==> src/hdl/idsp_pkg.sv <==
`timescale 1ns / 1ps
// Shared constants, payload types and register codes of the diffusion stencil pass.
package idsp_pkg;

   // Geometry defaults for the line buffers
   localparam int MAX_WIDTH_DEF  = 1024;
   localparam int MAX_HEIGHT_DEF = 1024;

   // Register reset values and legal bounds
   localparam int MIN_DIM     = 3;
   localparam int DIM_RESET   = 1024;
   localparam int KAPPA_RESET = 3277;
   localparam int KAPPA_MAX   = 16384;

   // Field widths
   localparam int CFG_DIM_W   = 11;
   localparam int KAPPA_W     = 15;
   localparam int CSR_DATA_W  = 15;
   localparam int CSR_INDEX_W = 2;
   localparam int PIX_W       = 16;
   localparam int IDX_W       = 10;

   // Datapath widths: 4-neighbor laplacian, gain product, accumulator
   localparam int LAP_W      = 19;
   localparam int GAIN_W     = 16;
   localparam int PROD_W     = 35;
   localparam int ACC_W      = 36;
   localparam int FRAC_W     = 16;
   localparam int ROUND_HALF = 32768;

   typedef logic [PIX_W-1:0] pixel_type;

   // Register indexes on the csr port
   typedef enum logic [CSR_INDEX_W-1:0] {
      CSR_IMAGE_WIDTH  = 2'd0,
      CSR_IMAGE_HEIGHT = 2'd1,
      CSR_KAPPA_GAIN   = 2'd2
   } csr_index_type;

   // Per-pixel bookkeeping that rides along with the data
   typedef struct packed {
      logic             has_a;     // stencil/border result for the row above
      logic             has_b;     // last-row copy of the incoming pixel
      logic             interior;  // row above is an interior position
      logic             last_col;
      logic [IDX_W-1:0] row_a;
      logic [IDX_W-1:0] row_b;
      logic [IDX_W-1:0] col;
   } tag_type;

   // 5-point window around the center pixel of the row above
   typedef struct packed {
      tag_type   tag;
      pixel_type centre;
      pixel_type up;
      pixel_type left;
      pixel_type right;
      pixel_type down;
   } window_type;

   // Gain-scaled laplacian heading for rounding and saturation
   typedef struct packed {
      tag_type                   tag;
      pixel_type                 centre;
      pixel_type                 down;
      logic signed [PROD_W-1:0]  prod;
   } product_type;

endpackage

==> src/hdl/idsp_diffuse.sv <==
`timescale 1ns / 1ps
// Laplacian and gain multiply stages of the stencil datapath.
module idsp_diffuse (
   input  logic                                clock,
   input  logic                                reset,
   input  idsp_pkg::window_type                win,
   input  logic                                win_valid,
   output logic                                win_ready,
   input  logic [idsp_pkg::KAPPA_W-1:0]        gain,
   output idsp_pkg::product_type               prd,
   output logic                                prd_valid,
   input  logic                                prd_ready
);

   localparam int LW = idsp_pkg::LAP_W;
   localparam int PW = idsp_pkg::PROD_W;
   localparam int GW = idsp_pkg::GAIN_W;

   logic                         ready2, ready3;
   logic                         v2_ff, v2_in, v3_ff, v3_in;
   logic [LW-2:0]                sum_in;
   logic signed [LW-1:0]         lap_in, lap2_ff;
   logic signed [GW-1:0]         gain_s;
   logic signed [PW-1:0]         prod_in, prod3_ff;
   idsp_pkg::tag_type            tag2_ff, tag3_ff;
   idsp_pkg::pixel_type          centre2_ff, down2_ff, centre3_ff, down3_ff;

   // stage handshake
   always_comb begin
      ready3    = !v3_ff || prd_ready;
      ready2    = !v2_ff || ready3;
      win_ready = ready2;
      v2_in     = ready2 ? win_valid : v2_ff;
      v3_in     = ready3 ? v2_ff : v3_ff;
   end

   // laplacian: four neighbors minus four times the center
   always_comb begin
      sum_in = (LW-1)'(win.up) + (LW-1)'(win.left) + (LW-1)'(win.right)
             + (LW-1)'(win.down);
      lap_in = $signed({1'b0, sum_in}) - $signed({1'b0, win.centre, 2'b00});
   end

   // gain times laplacian
   always_comb begin
      gain_s  = $signed({1'b0, gain});
      prod_in = PW'(lap2_ff) * PW'(gain_s);
   end

   always_ff @(posedge clock) begin
      if (reset) begin
         v2_ff <= 1'b0;
         v3_ff <= 1'b0;
      end else begin
         v2_ff <= v2_in;
         v3_ff <= v3_in;
      end
   end

   // payload stages
   always_ff @(posedge clock) begin
      if (ready2) begin
         tag2_ff    <= win.tag;
         centre2_ff <= win.centre;
         down2_ff   <= win.down;
         lap2_ff    <= lap_in;
      end
      if (ready3) begin
         tag3_ff    <= tag2_ff;
         centre3_ff <= centre2_ff;
         down3_ff   <= down2_ff;
         prod3_ff   <= prod_in;
      end
   end

   always_comb begin
      prd.tag    = tag3_ff;
      prd.centre = centre3_ff;
      prd.down   = down3_ff;
      prd.prod   = prod3_ff;
      prd_valid  = v3_ff;
   end

endmodule

==> config.mk <==
export PLATFORM = sky130hd
export DESIGN_NAME = idsp_diffuse
export DESIGN_NICKNAME = d
export VERILOG_FILES = /design/src/hdl/idsp_pkg.sv /design/src/hdl/idsp_diffuse.sv
export SDC_FILE = /design/constraint.sdc
export NUM_CORES = 1
export LEC_CHECK = 0
export BUFFER_PORTS_ARGS = -buffer_cell sky130_fd_sc_hd__buf_2
export CORE_MARGIN = 4
export CORE_UTILIZATION = 30
export DETAILED_ROUTE_END_ITERATION = 12
export PLACE_DENSITY = 0.51
export SLEW_MARGIN = 30
export SYNTH_ARGS = -nofsm -noshare
export SYNTH_HDL_FRONTEND = slang
export SYNTH_SLANG_ARGS = --single-unit
==> constraint.sdc <==
create_clock -name clock -period 6.4 [get_ports clock]
set_input_delay 0.96 -clock clock [delete_from_list [all_inputs] [get_ports clock]]
set_output_delay 0.96 -clock clock [all_outputs]
set_load 0.01 [all_outputs]
==> results.md, run 1 <==
| Result | This run | Unit |
|:---|:---|:---|
| Number of buffers added by the clock tree synthesis step | 17 | - |
| Mean number of vias per cell | 4.43 | - |
| Hold slack | 0.417 | ns |
| Commonest cells after routing, fill and taps aside | inv_1 (418), fa_1 (329), buf_2 (233) | - |
| Data required time at the worst endpoint | 6.64 | ns |
| Critical path start-end classification | in -> reg | - |
| Hpwl dp | 37,700 | µm |
| Combined global-route utilization of all metal layers | 14.1 | % |
| Syn_nets | 2,288 | - |
| Final global-route overflow total | 0 | - |
| Number of hold violations in the final report | 0 | - |
| Fmax | 163 | MHz |
| Clock latency on the worst-skew pair | 0.49 | ns |
| Global placer's final weighted congestion | 0.806 | - |
| Fraction of layout instances using a drive strength above 1 | 20.4 | % |
| Total number of yosys warnings | 0 | - |
| Reg clk slew, reported paths | 0.08 | ns |
| CTS H-tree lvls | 4 | - |
| Clock tree from TritonCTS | yes | - |
| Max cap viols | 0 | - |
| Core area | 62,200 | µm² |
| Kind of launch point of the worst setup path | input port | - |
| Endpoint kind of the worst setup timing path | flop | - |
| Floorplan die area | 67,300 | µm² |
| Layout Nets | 2,606 | - |
| Die H | 259 | µm |
| Average cell area after synthesis | 11.1 | µm² |
| Global-route wire length before repair | 75,000 | µm |
| Post-synth design cell area | 19,000 | µm² |
| RSZ-0062 raised after global routing | no | - |
| Final setup violation count | 0 | - |
| Min-Delay Path Class | reg -> reg | - |
| Register bit count reported by yosys | 188 | - |
| Signal arrival time at the worst endpoint | 6.37 | ns |
| Total via count in the routed design | 12.8k | - |
| Count of distinct cell types in the synthesized netlist | 72 | - |
| Sequential area share after synthesis | 29.7 | % |
| Initial DRC Count | 505 | - |
| DR WL/cell | 15.4 | µm |
| Count of hold buffers inserted by post-cts repair | 0 | - |
| Fin Clk Skew | 0.0249 | ns |
| Antenna violations before repair | 5 | - |
| Slew headroom | 47.1 | % |
| Maximum number of pins on one net before global-route repair | 71 | - |
| Transition time of the tightest slew-check pin | 0.794 | ns |
| Area delta synth->final | 19.1 | % |
| Overall die width | 259 | µm |
| Most common cell after layout, fill and taps aside | inv_1 | - |
| IO buf count | 235 | - |
| Post-Place Worst Slack | -0.441 | ns |
| Initial Util | 30.5 | % |
| Number of enable flip-flop cells after synthesis | 186 | - |
| Clock Path Buffers | 2 | - |
| Fraction of the cycle the final worst path needs | 95.8 | % |
| Fraction of synthesis flops using an asynchronous set or reset pin | 0 | % |
| Top-level port count | 236 | - |
| # fillers | 6,325 | - |
| Max-slew violations | 0 | - |
| Final ANT Viol Nets | 0 | - |
| Number of core rows | 91 | - |
| Detailed-routing iteration count for the pre-antenna-repair pass | 5 | - |
| Count of unresolved DRC violations after routing | 0 | - |
| Number of cells produced by synthesis | 1,714 | - |
| Clock root buffer | clkbuf_16 | - |
| Maximum fanout count along the critical path | 13 | - |
| Number of global-route vias before repair | 14.6k | - |
| Sum of routed wire length over all layers | 44,500 | µm |
| Fin crit period | 6.13 | ns |
| Clock sink count | 188 | - |
| Main synth FF type | edfxtp_1 | - |
| Status | finished, final reports clean | - |
| Fin worst setup slack | 0.269 | ns |
[synthesized netlist by cell type, drive strengths merged (4+ instances only)]
library cell	count	area share, %
a31oi	10	0.40
o21bai	7	0.30
o21a	6	0.24
nand2	189	3.7
o2111ai	4	0.18
xor2	13	0.60
nor2	32	0.63
fa	330	35
o211ai	5	0.22
nand4	6	0.20
nor3	6	0.16
a21o	20	0.79
inv	420	8.3
a21oi	46	1.3
clkbuf	54	1.1
and2	126	4.2
nor2b	10	0.34
nand2b	4	0.13
edfxtp	186	29
o21ai	21	0.57
xnor2	32	1.5
nand3	9	0.24
and3	4	0.14
a211oi	7	0.30
buf	7	0.29
ha	111	7.3
or3	4	0.13
[flip-flops by register name (all words and copies together) (netlist names)]
register	cells
prd	34
down3_ff	16
tag2_ff	34
centre2_ff	16
prd_valid	1
lap2_ff	19
v2_ff	1
centre3_ff	16
prod3_ff	35
down2_ff	16
[kinds of logic after synthesis]
family | share of synthesized area (%)
compound gates | 5.73
xor+xnor | 2.08
fa+ha+maj | 42.2
buf+inv | 9.68
flops | 29.7
mux | 0.224
simple gates | 10.4
[area by class of cell]
class / count / area, µm² / share of cell area (%)
Clock inverter: 15 / 190 / 0.842
Antenna cell: 2 / 5.00 / 0.0222
Timing Repair Buffer: 360 / 2190 / 9.70
Multi-Input combinational cell: 1045 / 11500 / 51.0
Clock buffer: 17 / 425 / 1.88
Tap cell: 837 / 1050 / 4.64
Sequential cell: 188 / 5630 / 24.9
Inverter: 420 / 1580 / 6.99
[stage by stage]
step / setup TNS [ns] / instance area (µm²) / util, % / instances
after floorplan: -0.0406 / 19000 / - / 1714
final: 0 / 22600 / 36.3 / 2884
after CTS: 0 / 22500 / 36.1 / 2875
after global placement: -2.13 / 21800 / 35.1 / 2843
after detailed placement: -2.72 / 21800 / 35.1 / 2843
after global routing: 0 / 22600 / 36.3 / 2883
[layer usage]
layer / share of wire [%] / GRT usage (%)
met1: 42 / 17.1
met2: 51 / 24.9
met3: 5.5 / 3.28
met4: 2.1 / 4.30
met5: 0.058 / 0
[path summary, 6_finish.rpt]
kind	from	to	slack (ns)	cells after the start
max	gain[7]	prod3_ff[23]	0.27	21
min	tag2_ff[27]	prd[94]	0.42	0
max reg2reg	lap2_ff[7]	prod3_ff[28]	0.33	20
min reg2reg	tag2_ff[27]	prd[94]	0.42	0
[worst max-delay path, stage by stage]
cell      delay [ns]
buf_2           0.26
nand2_1         0.13
fa_1            0.56
inv_1           0.06
fa_1            0.49
inv_1           0.05
fa_1            0.53
inv_1           0.05
fa_1            0.47
fa_1            0.51
inv_1           0.05
fa_1            0.47
inv_1           0.04
ha_1            0.34
a21oi_1         0.18
o21ai_2         0.13
or3b_1          0.40
a21oi_2         0.21
o21bai_1        0.13
a21oi_1         0.23
xnor2_1         0.08
[repair_timing]
item / 4_1_cts / 5_1_grt
setup endpoints to repair: 0 / 4
gates resized for setup: 0 / 5
endpoints found under the hold margin: 0 / 0
setup buffers: 0 / 7
Power of run 1 is left out: the tool's default activity adds up to more than one toggle a clock period on the data nets, which glitch-free logic cannot reach.
==> run 2: changes to the inputs <==
--- a/config.mk
+++ b/config.mk
@@ -9,7 +9,7 @@
 export CORE_MARGIN = 4
 export CORE_UTILIZATION = 30
 export DETAILED_ROUTE_END_ITERATION = 12
-export PLACE_DENSITY = 0.51
+export PLACE_DENSITY_LB_ADDON = 0.08
 export SLEW_MARGIN = 30
 export SYNTH_ARGS = -nofsm -noshare
 export SYNTH_HDL_FRONTEND = slang
==> results.md, run 2 (synthesis results as in run 1) <==
| Result | This run | Unit |
|:---|:---|:---|
| Max cap viols | 0 | - |
| Kind of launch point of the worst setup path | input port | - |
| Status | finished, final reports clean | - |
| DR WL/cell | 17.6 | µm |
| Final setup violation count | 0 | - |
| Layout Nets | 2,620 | - |
| Floorplan die area | 67,300 | µm² |
| Maximum single-stage delay on the critical path | 0.53 | ns |
| Maximum number of pins on one net before global-route repair | 73 | - |
| Hpwl dp | 43,200 | µm |
| Top-level port count | 236 | - |
| Fraction of the cycle the final worst path needs | 96.5 | % |
| Fin worst setup slack | 0.223 | ns |
| Number of buffers added by the clock tree synthesis step | 17 | - |
| Final ANT Viol Nets | 0 | - |
| Mean number of vias per cell | 4.39 | - |
| Initial Util | 30.5 | % |
| CTS H-tree lvls | 4 | - |
| Critical path cell sequence | clkbuf_4, buf_4, nand2_1, fa_1, fa_1, fa_1, fa_1, inv_1, fa_1, inv_1, fa_1, inv_1, ha_1, a21oi_2, o21ai_2, or3b_1, a21oi_2, o21bai_1, a31oi_1, xnor2_1 | - |
| Global placer's final weighted congestion | 0.808 | - |
| Count of hold buffers inserted by post-cts repair | 0 | - |
| Cell with the biggest individual delay on the critical path | fa_1 | - |
| Transition time of the tightest slew-check pin | 0.746 | ns |
| Final global-route overflow total | 0 | - |
| Clock tree from TritonCTS | yes | - |
| Combined global-route utilization of all metal layers | 15.7 | % |
| Critical path start-end classification | in -> reg | - |
| Fmax | 162 | MHz |
| Slew headroom | 50.3 | % |
| Count of unresolved DRC violations after routing | 0 | - |
| Fin Clk Skew | 0.0157 | ns |
| Area delta synth->final | 19.8 | % |
| Top reg by flops | prod3_ff | - |
| Number of core rows | 91 | - |
| Min-Delay Path Class | reg -> reg | - |
| Maximum fanout count along the critical path | 10 | - |
| Max-slew violations | 0 | - |
| Detailed-routing iteration count for the pre-antenna-repair pass | 5 | - |
| Clock latency on the worst-skew pair | 0.44 | ns |
| Clock sink count | 188 | - |
| Endpoint kind of the worst setup timing path | flop | - |
| Data required time at the worst endpoint | 6.60 | ns |
| Global-route wire length before repair | 81,100 | µm |
| Signal arrival time at the worst endpoint | 6.37 | ns |
| Cell repeated most along the worst path | fa_1 | - |
| Commonest cells after routing, fill and taps aside | inv_1 (418), fa_1 (329), buf_2 (231) | - |
| Reg clk slew, reported paths | 0.08 | ns |
| Total via count in the routed design | 12.7k | - |
| Overall die width | 259 | µm |
| Number of hold violations in the final report | 0 | - |
| Die H | 259 | µm |
| Clock Path Buffers | 2 | - |
| Fin crit period | 6.18 | ns |
| RSZ-0062 raised after global routing | no | - |
| Most common cell after layout, fill and taps aside | inv_1 | - |
| Sum of routed wire length over all layers | 51,100 | µm |
| Fraction of layout instances using a drive strength above 1 | 20.9 | % |
| Post-Place Worst Slack | -0.364 | ns |
| Antenna violations before repair | 8 | - |
| Max FFs per register | 35 | - |
| Core area | 62,200 | µm² |
| IO buf count | 235 | - |
| Initial DRC Count | 603 | - |
| Number of global-route vias before repair | 14.3k | - |
| Clock root buffer | clkbuf_16 | - |
run 2: cell types whose count changed in the layout (fill, tap and decap cells not counted), sizes merged:
cell          change
buf              +13
clkbuf            +3
clkinv            -4
clkinvlp          +2
diode             +3
dlymetal6s2s      -1
inv               +1
run 2: critical path, delay by kind of cell:
kind	cells	cell delay [ns]
XOR/XNOR	1	0.10
AO/OA/AOI/OAI	5	0.87
buffers and inverters	5	0.60
AND/OR/NAND/NOR	2	0.50
adder cells (fa/ha/maj)	7	3.32
run 2: final cells by class:
| class | instances | area [µm²] |
|---|---|---|
| fillers | 6325 | 39500 |
| multi-input cells | 1045 | 11500 |
| flip-flops and latches | 188 | 5630 |
| repair buffers | 374 | 2360 |
| inverters | 420 | 1580 |
| well taps | 837 | 1050 |
| clock buffers | 18 | 429 |
| clock inverters | 14 | 144 |
| diodes | 5 | 12.5 |
run 2: path summary, 6_finish.rpt:
path	from	cells after the start	endpoint	slack (ns)
min reg2reg	centre2_ff[0]	0	centre3_ff[0]	0.41
max	gain[1]	20	prod3_ff[27]	0.22
max reg2reg	lap2_ff[12]	18	prod3_ff[24]	0.29
min	centre2_ff[0]	0	centre3_ff[0]	0.41
run 2: metrics by stage:
step | area [µm²] | TNS (ns) | utilization [%] | cells | hold slack, ns
finish | 22700 | 0 | 36.5 | 2901 | 0.415
global route | 22700 | 0 | 36.5 | 2900 | 0.427
CTS | 22600 | 0 | 36.4 | 2893 | 0.420
detailed placement | 22100 | -3.75 | 35.5 | 2861 | 0.405
global placement | 22100 | -3.07 | 35.5 | 2861 | 0.400
floorplan | 19000 | -0.0406 | - | 1714 | 0.400
run 2: layer usage:
layer,vias up,track usage [%],share of wire (%),routed length [µm]
met5,-,0,0.066,34
met4,4,2.76,0.97,496
met3,33,1.80,2.8,1420
met2,161,28.7,54,27600
met1,6593,20.2,42,21600
li1,5950,-,-,-
run 2: what timing repair did:
| item | CTS | global route |
|---|---|---|
| setup buffers | 0 | 3 |
| endpoints found under the setup margin | 0 | 11 |
| gates resized for setup | 0 | 5 |
Power of run 2 is left out for the same reason.
