<file path="src/hdl/idsp_pkg.sv">
`timescale 1ns / 1ps
// Shared constants, payload types and register codes of the diffusion stencil pass.
package idsp_pkg;

   // Geometry defaults for the line buffers
   localparam int MAX_WIDTH_DEF  = 1024;
   localparam int MAX_HEIGHT_DEF = 1024;

   // Register reset values and legal bounds
   localparam int MIN_DIM     = 3;
   localparam int DIM_RESET   = 1024;
   localparam int KAPPA_RESET = 3277;
   localparam int KAPPA_MAX   = 16384;

   // Field widths
   localparam int CFG_DIM_W   = 11;
   localparam int KAPPA_W     = 15;
   localparam int CSR_DATA_W  = 15;
   localparam int CSR_INDEX_W = 2;
   localparam int PIX_W       = 16;
   localparam int IDX_W       = 10;

   // Datapath widths: 4-neighbor laplacian, gain product, accumulator
   localparam int LAP_W      = 19;
   localparam int GAIN_W     = 16;
   localparam int PROD_W     = 35;
   localparam int ACC_W      = 36;
   localparam int FRAC_W     = 16;
   localparam int ROUND_HALF = 32768;

   typedef logic [PIX_W-1:0] pixel_type;

   // Register indexes on the csr port
   typedef enum logic [CSR_INDEX_W-1:0] {
      CSR_IMAGE_WIDTH  = 2'd0,
      CSR_IMAGE_HEIGHT = 2'd1,
      CSR_KAPPA_GAIN   = 2'd2
   } csr_index_type;

   // Per-pixel bookkeeping that rides along with the data
   typedef struct packed {
      logic             has_a;     // stencil/border result for the row above
      logic             has_b;     // last-row copy of the incoming pixel
      logic             interior;  // row above is an interior position
      logic             last_col;
      logic [IDX_W-1:0] row_a;
      logic [IDX_W-1:0] row_b;
      logic [IDX_W-1:0] col;
   } tag_type;

   // 5-point window around the center pixel of the row above
   typedef struct packed {
      tag_type   tag;
      pixel_type centre;
      pixel_type up;
      pixel_type left;
      pixel_type right;
      pixel_type down;
   } window_type;

   // Gain-scaled laplacian heading for rounding and saturation
   typedef struct packed {
      tag_type                   tag;
      pixel_type                 centre;
      pixel_type                 down;
      logic signed [PROD_W-1:0]  prod;
   } product_type;

endpackage

</file>
<file path="src/hdl/idsp_if.sv">


interface idsp_rsp_if;
   logic                             valid;
   logic                             ready;
   idsp_pkg::pixel_type              pixel_out;
   logic [idsp_pkg::IDX_W-1:0]       out_row;
   logic [idsp_pkg::IDX_W-1:0]       out_col;
   logic                             end_of_image;

   modport source (output valid, output pixel_out, output out_row, output out_col,
                   output end_of_image, input ready);
   modport sink   (input valid, input pixel_out, input out_row, input out_col,
                   input end_of_image, output ready);
endinterface

</file>
<file path="src/hdl/idsp_out_buf.sv">
`timescale 1ns / 1ps
// Rounding, saturation and the two-entry result register feeding the output channel.
module idsp_out_buf (
   input  logic                     clock,
   input  logic                     reset,
   input  idsp_pkg::product_type    prd,
   input  logic                     prd_valid,
   output logic                     prd_ready,
   idsp_rsp_if.source               rsp_chan
);

   localparam int AW  = idsp_pkg::ACC_W;
   localparam int FW  = idsp_pkg::FRAC_W;
   localparam int PXW = idsp_pkg::PIX_W;
   localparam int OIW = idsp_pkg::IDX_W;

   logic signed [AW-1:0]    acc;
   idsp_pkg::pixel_type     diff, a_pix_in, a_pix_ff, b_pix_ff;
   logic                    a_pend_ff, a_pend_in, b_pend_ff, b_pend_in;
   logic                    load, take;
   logic [OIW-1:0]          a_row_ff, b_row_ff, col_ff;
   logic                    eoi_ff;

   // u*2^16 + kappa*lap + half, then floor and clamp to the pixel range
   always_comb begin
      acc = AW'($signed({1'b0, prd.centre, FW'(0)})) + AW'(prd.prod)
          + AW'(idsp_pkg::ROUND_HALF);
      if (acc[AW-1]) begin
         diff = '0;
      end else if (|acc[AW-2:FW+PXW]) begin
         diff = '1;
      end else begin
         diff = acc[FW+PXW-1:FW];
      end
      a_pix_in = prd.tag.interior ? diff : prd.centre;
   end

   // new pair enters if the register is empty or a lone pending entry drains this cycle
   always_comb begin
      take      = rsp_chan.valid && rsp_chan.ready;
      prd_ready = (!a_pend_ff && !b_pend_ff) || (rsp_chan.ready && (a_pend_ff ^ b_pend_ff));
      load      = prd_valid && prd_ready;
      if (load) begin
         a_pend_in = prd.tag.has_a;
         b_pend_in = prd.tag.has_b;
      end else if (take && a_pend_ff) begin
         a_pend_in = 1'b0;
         b_pend_in = b_pend_ff;
      end else if (take) begin
         a_pend_in = 1'b0;
         b_pend_in = 1'b0;
      end else begin
         a_pend_in = a_pend_ff;
         b_pend_in = b_pend_ff;
      end
   end

   always_ff @(posedge clock) begin
      if (reset) begin
         a_pend_ff <= 1'b0;
         b_pend_ff <= 1'b0;
      end else begin
         a_pend_ff <= a_pend_in;
         b_pend_ff <= b_pend_in;
      end
   end

   always_ff @(posedge clock) begin
      if (load) begin
         a_pix_ff <= a_pix_in;
         b_pix_ff <= prd.down;
         a_row_ff <= prd.tag.row_a;
         b_row_ff <= prd.tag.row_b;
         col_ff   <= prd.tag.col;
         eoi_ff   <= prd.tag.last_col;
      end
   end

   // row-above result goes out before the last-row copy
   always_comb begin
      rsp_chan.valid        = a_pend_ff || b_pend_ff;
      rsp_chan.pixel_out    = a_pend_ff ? a_pix_ff : b_pix_ff;
      rsp_chan.out_row      = a_pend_ff ? a_row_ff : b_row_ff;
      rsp_chan.out_col      = col_ff;
      rsp_chan.end_of_image = a_pend_ff ? 1'b0 : eoi_ff;
   end

`ifndef SYNTHESIS
   a_pair_rows: assert property (@(posedge clock) disable iff (reset)
      (a_pend_ff && b_pend_ff) |-> (b_row_ff == a_row_ff + OIW'(1)))
      else $error("paired results are not on adjacent rows");
   a_pair_order: assert property (@(posedge clock) disable iff (reset)
      (a_pend_ff && b_pend_ff && rsp_chan.ready) |=> (b_pend_ff && !a_pend_ff))
      else $error("last-row copy lost or sent ahead of the row above");
`endif

endmodule

</file>
<file path="src/flat_wrapper.sv">
// flat-port wrapper written by rule: the top's interface ports become plain ports
module idsp_out_buf_flat 
  (clock, reset, prd, prd_valid, prd_ready, rsp_chan_valid, rsp_chan_pixel_out, rsp_chan_out_row, rsp_chan_out_col, rsp_chan_end_of_image, rsp_chan_ready);
  idsp_rsp_if rsp_chan_i ();
  input  logic clock;
  input  logic reset;
  input  idsp_pkg::product_type prd;
  input  logic prd_valid;
  output logic prd_ready;
  output wire logic [$bits(rsp_chan_i.valid)-1:0] rsp_chan_valid;
  output wire logic [$bits(rsp_chan_i.pixel_out)-1:0] rsp_chan_pixel_out;
  output wire logic [$bits(rsp_chan_i.out_row)-1:0] rsp_chan_out_row;
  output wire logic [$bits(rsp_chan_i.out_col)-1:0] rsp_chan_out_col;
  output wire logic [$bits(rsp_chan_i.end_of_image)-1:0] rsp_chan_end_of_image;
  input wire logic [$bits(rsp_chan_i.ready)-1:0] rsp_chan_ready;
  assign rsp_chan_valid = rsp_chan_i.valid;
  assign rsp_chan_pixel_out = rsp_chan_i.pixel_out;
  assign rsp_chan_out_row = rsp_chan_i.out_row;
  assign rsp_chan_out_col = rsp_chan_i.out_col;
  assign rsp_chan_end_of_image = rsp_chan_i.end_of_image;
  assign rsp_chan_i.ready = rsp_chan_ready;
  idsp_out_buf u_core (.clock(clock), .reset(reset), .prd(prd), .prd_valid(prd_valid), .prd_ready(prd_ready), .rsp_chan(rsp_chan_i));
endmodule
</file>
<file path="config.mk">
export PLATFORM = sky130hd
export DESIGN_NAME = idsp_out_buf_flat
export DESIGN_NICKNAME = d
export VERILOG_FILES = /design/src/hdl/idsp_pkg.sv /design/src/hdl/idsp_if.sv /design/src/hdl/idsp_out_buf.sv /design/src/flat_wrapper.sv
export SDC_FILE = /design/constraint.sdc
export NUM_CORES = 1
export LEC_CHECK = 0
export ABC_AREA = 0
export BUFFER_PORTS_ARGS = -buffer_cell sky130_fd_sc_hd__buf_4
export CORE_MARGIN = 3
export CORE_UTILIZATION = 53
export DETAILED_ROUTE_END_ITERATION = 10
export GPL_TIMING_DRIVEN = 0
export PLACE_DENSITY = 0.86
export SYNTH_ARGS = -nofsm -noshare
export SYNTH_HDL_FRONTEND = slang
export SYNTH_SLANG_ARGS = --single-unit
</file>
<file path="constraint.sdc">
create_clock -name clock -period 6.1 [get_ports clock]
set_clock_uncertainty 0.1 [all_clocks]
set_input_delay 1.525 -clock clock [delete_from_list [all_inputs] [get_ports clock]]
set_output_delay 1.525 -clock clock [all_outputs]
set_load 0.02 [all_outputs]
</file>
==> impl_metrics.toml, run 1 <==
[clock_network]
cts.sinks = 65
cts_resized = 0
clock_latency_ps = 330
cts_tree = "built"
clockRootBuffer = "clkbuf_8"
ctsHtreeMaxLevel = 3
clk_pin_slew_ps = 70
cts_inserted_buffers = 9
post_cts_buffers = 0
cts-hold-fix-buffers = 0
clock_path_buffers = 2

[floorplanning]
start_util = 0.559
ios = 144
core_um2 = 6460
die_w_um = 88.5
die_y_um = 88.5
std_cell_rows = 29
dieArea_um2 = 7830

[logic_synthesis]
synth_top_area_cell = "edfxtp_1"
netlist.area_leader.share = 0.524
synthCells = 277
ys_seq_area_frac = 0.535
ys.flop_type = "edfxtp_1"
syn_nets = 400
async_flop_share = 0
ys_types = 52
synth_edf_count = 63
ys_warn_count = 0
syn_area_per_cell_um2 = 13.0
syn_area_um2 = 3610
ys_seq_elements = 65
synthTopCellsByArea = "edfxtp_1, mux2_2, ha_1"

[sta]
finalCritPeriodShare = 0.650
max_freq_ghz = 0.252
grt_setup_unrepaired = "false"
setup_viol = 0
slew_viol_final = 0
tns_ps = 0
final-hold-violation-count = 0
finalCriticalPeriod_ps = 3960
maxSlewHeadroom = 0.595
worst_slew_pin_slew_ps = 607

[detailed_routing]
remaining_drc_errors = 0
drtIter0Drc = 130
dr.pass1.iters = 4
via_count = 2880
ant_nets = 0
viasPerCell = 5.78
avgRoutedWirePerCell_um = 18.6
routed_wl_um = 9280

[hold_path]
holdPathStages = 3
min_path_type = "reg2reg"

[global_routing]
busiest_layer = "met2"
grt_max_degree = 43
grt_use_met1 = 0.273
use_met2 = 0.417
grtUsageMet3 = 0.0577
grt_pass1_wl_um = 13800
grt_util_all_layers = 0.234
grt_pass1_vias = 2772
overflow = 0
antenna_found_initial = 0

[pwr]
worst_ir_drop_vdd_uv = 121
p_seq_frac = 0.435
internal_power_mw = 0.919
p_sw_frac = 0.270
leakagePower_nw = 2.04
p_clk_frac = 0.318
p_switching_mw = 0.340
pwr-share-comb = 0.248
powerDensity_nw_per_um2 = 257

[worst_setup_path]
endpoint = "u_core.a_pix_ff[5]"
critPathTopFamily = "compound AO/OA/AOI/OAI gates"
start_kind = "input pin"
max_stage_delay_ps = 390
reg2reg_depth = 9
setup.worst_path.class = "in2reg"
worstSetupEndpointType = "flip-flop"
crit_slowest_cell = "a221o_2"
rr_startpoint = "u_core.a_pend_ff"
r2r-end = "u_core.b_pend_ff"
crit_path_cell_trace = "buf_4 -> ha_1 -> a21o_1 -> or3_1 -> o21ai_1 -> o21a_1 -> o221ai_2 -> clkbuf_1 -> a221o_2"
cp_data_arrival_time_ps = 3940
path_max_fanout = 10
required_ps = 6080
crit_start = "prd[20]"
cp.depth = 9
path_buf_inv = 2
r2r_slack_ps = 3340

[final_layout]
drive_gt1_frac = 0.461
antenna_cells = 0
fill_cells = 431
final_cell_count_no_fill = 498
postLayoutCellArea_um2 = 4900
area_delta_synth_final_pct = 35.7
layout.nets = 539

[placement]
port_buffers = 127
dpl.hpwl_um = 6990
placed_cell_area_um2 = 4680
place.gp.congestion = 0.879
dp_cells = 482

[flow_run]
drv_cap = 0

[status]
status = "finished clean"
registers in the layout, indices dropped and copies added (netlist names):
| register | cells |
|---|---|
| u_core.rsp_chan.out_col | 10 |
| u_core.b_pix_ff | 16 |
| u_core.a_pend_ff | 1 |
| u_core.b_row_ff | 10 |
| u_core.b_pend_ff | 1 |
| u_core.eoi_ff | 1 |
| u_core.a_pix_ff | 16 |
| u_core.a_row_ff | 10 |
synthesized netlist by cell type, types with 3 or more instances:
| cell type | number |
|---|---|
| a221o_1 | 10 |
| o21ai_0 | 5 |
| o21a_1 | 5 |
| a21o_1 | 7 |
| o211ai_1 | 7 |
| and3_1 | 3 |
| edfxtp_1 | 63 |
| xor2_1 | 5 |
| xnor2_1 | 9 |
| nand3_1 | 5 |
| a21oi_1 | 18 |
| inv_1 | 10 |
| nand2_1 | 16 |
| ha_1 | 17 |
| nor2_1 | 14 |
| clkbuf_1 | 5 |
| a221o_2 | 6 |
| buf_6 | 3 |
| mux2_2 | 27 |
power groups by stage:
| stage | logic [mW] | clock network [mW] | registers [mW] |
|---|---|---|---|
| floorplan | 0.184 | 0 | 0.560 |
| global placement | 0.299 | 0 | 0.557 |
| detailed placement | 0.310 | 0 | 0.556 |
| CTS | 0.312 | 0.407 | 0.547 |
| global route | 0.339 | 0.425 | 0.550 |
| finish | 0.312 | 0.400 | 0.547 |
worst min-delay path by stage:
stage	start	to	slack (ps)
global placement	u_core.b_pend_ff	u_core.b_pend_ff	440
CTS	u_core.b_pend_ff	u_core.b_pend_ff	520
floorplan	u_core.b_pend_ff	u_core.b_pend_ff	430
detailed placement	u_core.b_pend_ff	u_core.b_pend_ff	480
finish	u_core.b_pend_ff	u_core.b_pend_ff	530
global route	u_core.b_pend_ff	u_core.b_pend_ff	550
worst min-delay path, cell delays in order (launching register included):
cell and delay (ps):
dfxtp_1 320, inv_1 80, a311o_1 130, a21oi_1 60
metal layers:
| metal | vias to the layer above | part of all wire |
|---|---|---|
| met5 | - | 0 |
| met4 | 0 | 0.022 |
| met3 | 20 | 0.085 |
| met2 | 137 | 0.51 |
| met1 | 1351 | 0.38 |
| li1 | 1372 | - |
layout make-up:
| cell class | instances | area [um^2] | area share |
|---|---|---|---|
| sequential | 65 | 1930 | 0.394 |
| multi-input combinational | 193 | 1570 | 0.321 |
| timing repair buffer | 128 | 973 | 0.199 |
| clock buffer | 9 | 124 | 0.0253 |
| tap | 77 | 96.3 | 0.0197 |
| clock inverter | 7 | 93.8 | 0.0192 |
| buffer | 9 | 66.3 | 0.0135 |
| inverter | 10 | 37.5 | 0.00766 |
cell families after synthesis:
logic type / after synthesis / share of synthesized area
compound gates: 80 / 0.180
flops: 65 / 0.535
simple gates: 53 / 0.0704
mux: 28 / 0.0870
buf+inv: 19 / 0.0288
fa+ha+maj: 18 / 0.0645
xor+xnor: 14 / 0.0340
placed cells by master (no fill, tap or decap), types with 3 or more instances in the layout:
cell type / instances
and3_1: 3
clkbuf_8: 10
o211ai_1: 7
buf_6: 3
nand2_1: 16
xnor2_1: 9
clkbuf_1: 5
edfxtp_1: 63
a21o_1: 7
mux2_2: 27
nor2_1: 14
xor2_1: 5
and2_2: 3
a221o_1: 10
o21a_1: 5
nand3_1: 5
a221o_2: 6
a21oi_1: 18
inv_1: 10
buf_4: 127
ha_1: 17
o21ai_0: 5
through the flow:
step	power, mW	hold slack, ps	utilization	setup slack (ps)
after CTS	1.27	519	0.758	2180
final	1.26	531	0.758	2140
after global routing	1.31	548	0.758	1950
after floorplan	0.744	430	-	2210
after global placement	0.856	443	0.721	1700
after detailed placement	0.866	477	0.725	1830
No activity file was read; power rests on OpenSTA's default activity.
==> inputs of run 2 (changes only) <==
CORE_UTILIZATION = 49   (was 53)
PLACE_DENSITY = 0.81   (was 0.86)
clock period = 3.87 ns   (was 6.1 ns; I/O delays follow)
==> run 2 against run 1 <==
Net effect: largest power group unchanged; largest cell class unchanged; setup slack got worse by 1700 ps; design area decreased by 0.49%; global-route usage shrank 2.8 points; clock-buffer cell count unchanged.
==> impl_metrics.toml, run 2 (synthesized netlist as in run 1, its figures left out) <==
[placement]
port_buffers = 127
placed_cell_area_um2 = 4700
dpl.hpwl_um = 6770
place.gp.congestion = 0.853

[clock_network]
cts-hold-fix-buffers = 0
cts_tree = "built"
clock_latency_ps = 330
cts.sinks = 65
clock_path_buffers = 2
post_cts_buffers = 0
clk_pin_slew_ps = 70
cts_resized = 0
ctsHtreeMaxLevel = 3
clockRootBuffer = "clkbuf_8"
cts_inserted_buffers = 9

[sta]
slew_viol_final = 0
maxSlewHeadroom = 0.595
grt_setup_unrepaired = "false"
tns_ps = 0
setup_viol = 0
max_freq_ghz = 0.295
final-hold-violation-count = 0
worst_slew_pin_slew_ps = 607
finalCritPeriodShare = 0.876
holdWs_ps = 487
finalCriticalPeriod_ps = 3390

[worst_setup_path]
r2r-end = "u_core.a_pix_ff[2]"
endpoint = "u_core.a_pix_ff[5]"
crit_start = "prd[20]"
r2r_slack_ps = 1260
cp_data_arrival_time_ps = 3360
path_max_fanout = 10
setup.worst_path.class = "in2reg"
start_kind = "input pin"
reg2reg_depth = 7
rr_startpoint = "u_core.a_pend_ff"
required_ps = 3840
worstSetupEndpointType = "flip-flop"

[global_routing]
grt_max_degree = 44
overflow = 0
grt_pass1_vias = 2829
use_met2 = 0.379
grt_pass1_wl_um = 13700
busiest_layer = "met2"
grt_util_all_layers = 0.206
grtUsageMet3 = 0.0492
grt_use_met1 = 0.238
antenna_found_initial = 0

[pwr]
p_clk_frac = 0.266
internal_power_mw = 1.32
worst_ir_drop_vdd_uv = 156
p_sw_frac = 0.284
powerDensity_nw_per_um2 = 377
p_switching_mw = 0.522
p_seq_frac = 0.469
pwr-share-comb = 0.266
leakagePower_nw = 2.02

[flow_run]
drv_cap = 0

[final_layout]
fill_cells = 522
area_delta_synth_final_pct = 35.1
most-common-layout-cells = "buf_4, edfxtp_1, mux2_2"
drive_gt1_frac = 0.463
postLayoutCellArea_um2 = 4870
fin_util = 0.698
layout_commonest_cell = "buf_4"
antenna_cells = 0
layout.nets = 539
top_regs = "u_core.a_pix_ff x16, u_core.b_pix_ff x16"

[detailed_routing]
remaining_drc_errors = 0
ant_nets = 0
viasPerCell = 5.40
avgRoutedWirePerCell_um = 16.8
via_count = 2792
drtIter0Drc = 108
dr.pass1.iters = 5
routed_wl_um = 8670

[floorplanning]
core_um2 = 6980
dieArea_um2 = 8430
std_cell_rows = 30
die_w_um = 91.8
ios = 144
die_y_um = 91.8
start_util = 0.517

[hold_path]
min_path_type = "reg2reg"
holdCritStartpoint = "u_core.b_pend_ff"

[status]
status = "finished clean"
-- run 2: changes by cell type in the layout (fill, tap and decap cells not counted), sizes merged --
cell      before  now
clkinvlp       1    3
bufinv         2    0
-- run 2: cell type report --
type | count | area, um^2 | area share
Clock buffer | 9 | 124 | 0.0254
Multi-Input combinational cell | 193 | 1570 | 0.323
Inverter | 10 | 37.5 | 0.00770
Clock inverter | 7 | 46.3 | 0.00950
Sequential cell | 65 | 1930 | 0.396
Tap cell | 96 | 120 | 0.0246
Timing Repair Buffer | 128 | 973 | 0.200
Buffer | 9 | 66.3 | 0.0136
-- run 2: how the worst min path moves through the flow --
stage                     cells past startpoint  slack [ps]                to
after detailed placement                      3         480  u_core.b_pend_ff
after floorplan                               3         430  u_core.b_pend_ff
after global placement                        3         440  u_core.b_pend_ff
after CTS                                     3         490  u_core.b_pend_ff
after global routing                          3         540  u_core.b_pend_ff
final                                         3         490  u_core.b_pend_ff
-- run 2: power by group through the flow --
| stage | combinational (mW) | clock (mW) | sequential, mW |
|---|---|---|---|
| 4_1_cts | 0.489 | 0.499 | 0.861 |
| 2_1_floorplan | 0.290 | 0 | 0.883 |
| 3_3_place_gp | 0.473 | 0 | 0.878 |
| 5_1_grt | 0.528 | 0.538 | 0.865 |
| 3_5_place_dp | 0.487 | 0 | 0.876 |
| 6_report | 0.488 | 0.488 | 0.861 |
-- run 2: critical path, stage by stage --
cell,delay (ps)
buf_4,110
ha_1,370
a21o_1,220
or3_1,340
o21ai_1,250
o21a_1,250
o221ai_2,190
clkbuf_1,290
a221o_2,390
-- run 2: layer usage --
layer / vias to the layer above / routed length [um]
met3: 2 / 740
met5: - / 0
met4: 0 / 35
met1: 1316 / 3470
met2: 105 / 4430
li1: 1369 / -
-- run 2: stage by stage --
| step | power, mW | worst slack [ps] | cells |
|---|---|---|---|
| floorplan | 1.17 | 517 | 277 |
| global placement | 1.35 | -63.2 | 500 |
| detailed placement | 1.36 | 159 | 501 |
| CTS | 1.85 | 505 | 517 |
| global route | 1.93 | 328 | 517 |
| finish | 1.84 | 479 | 517 |
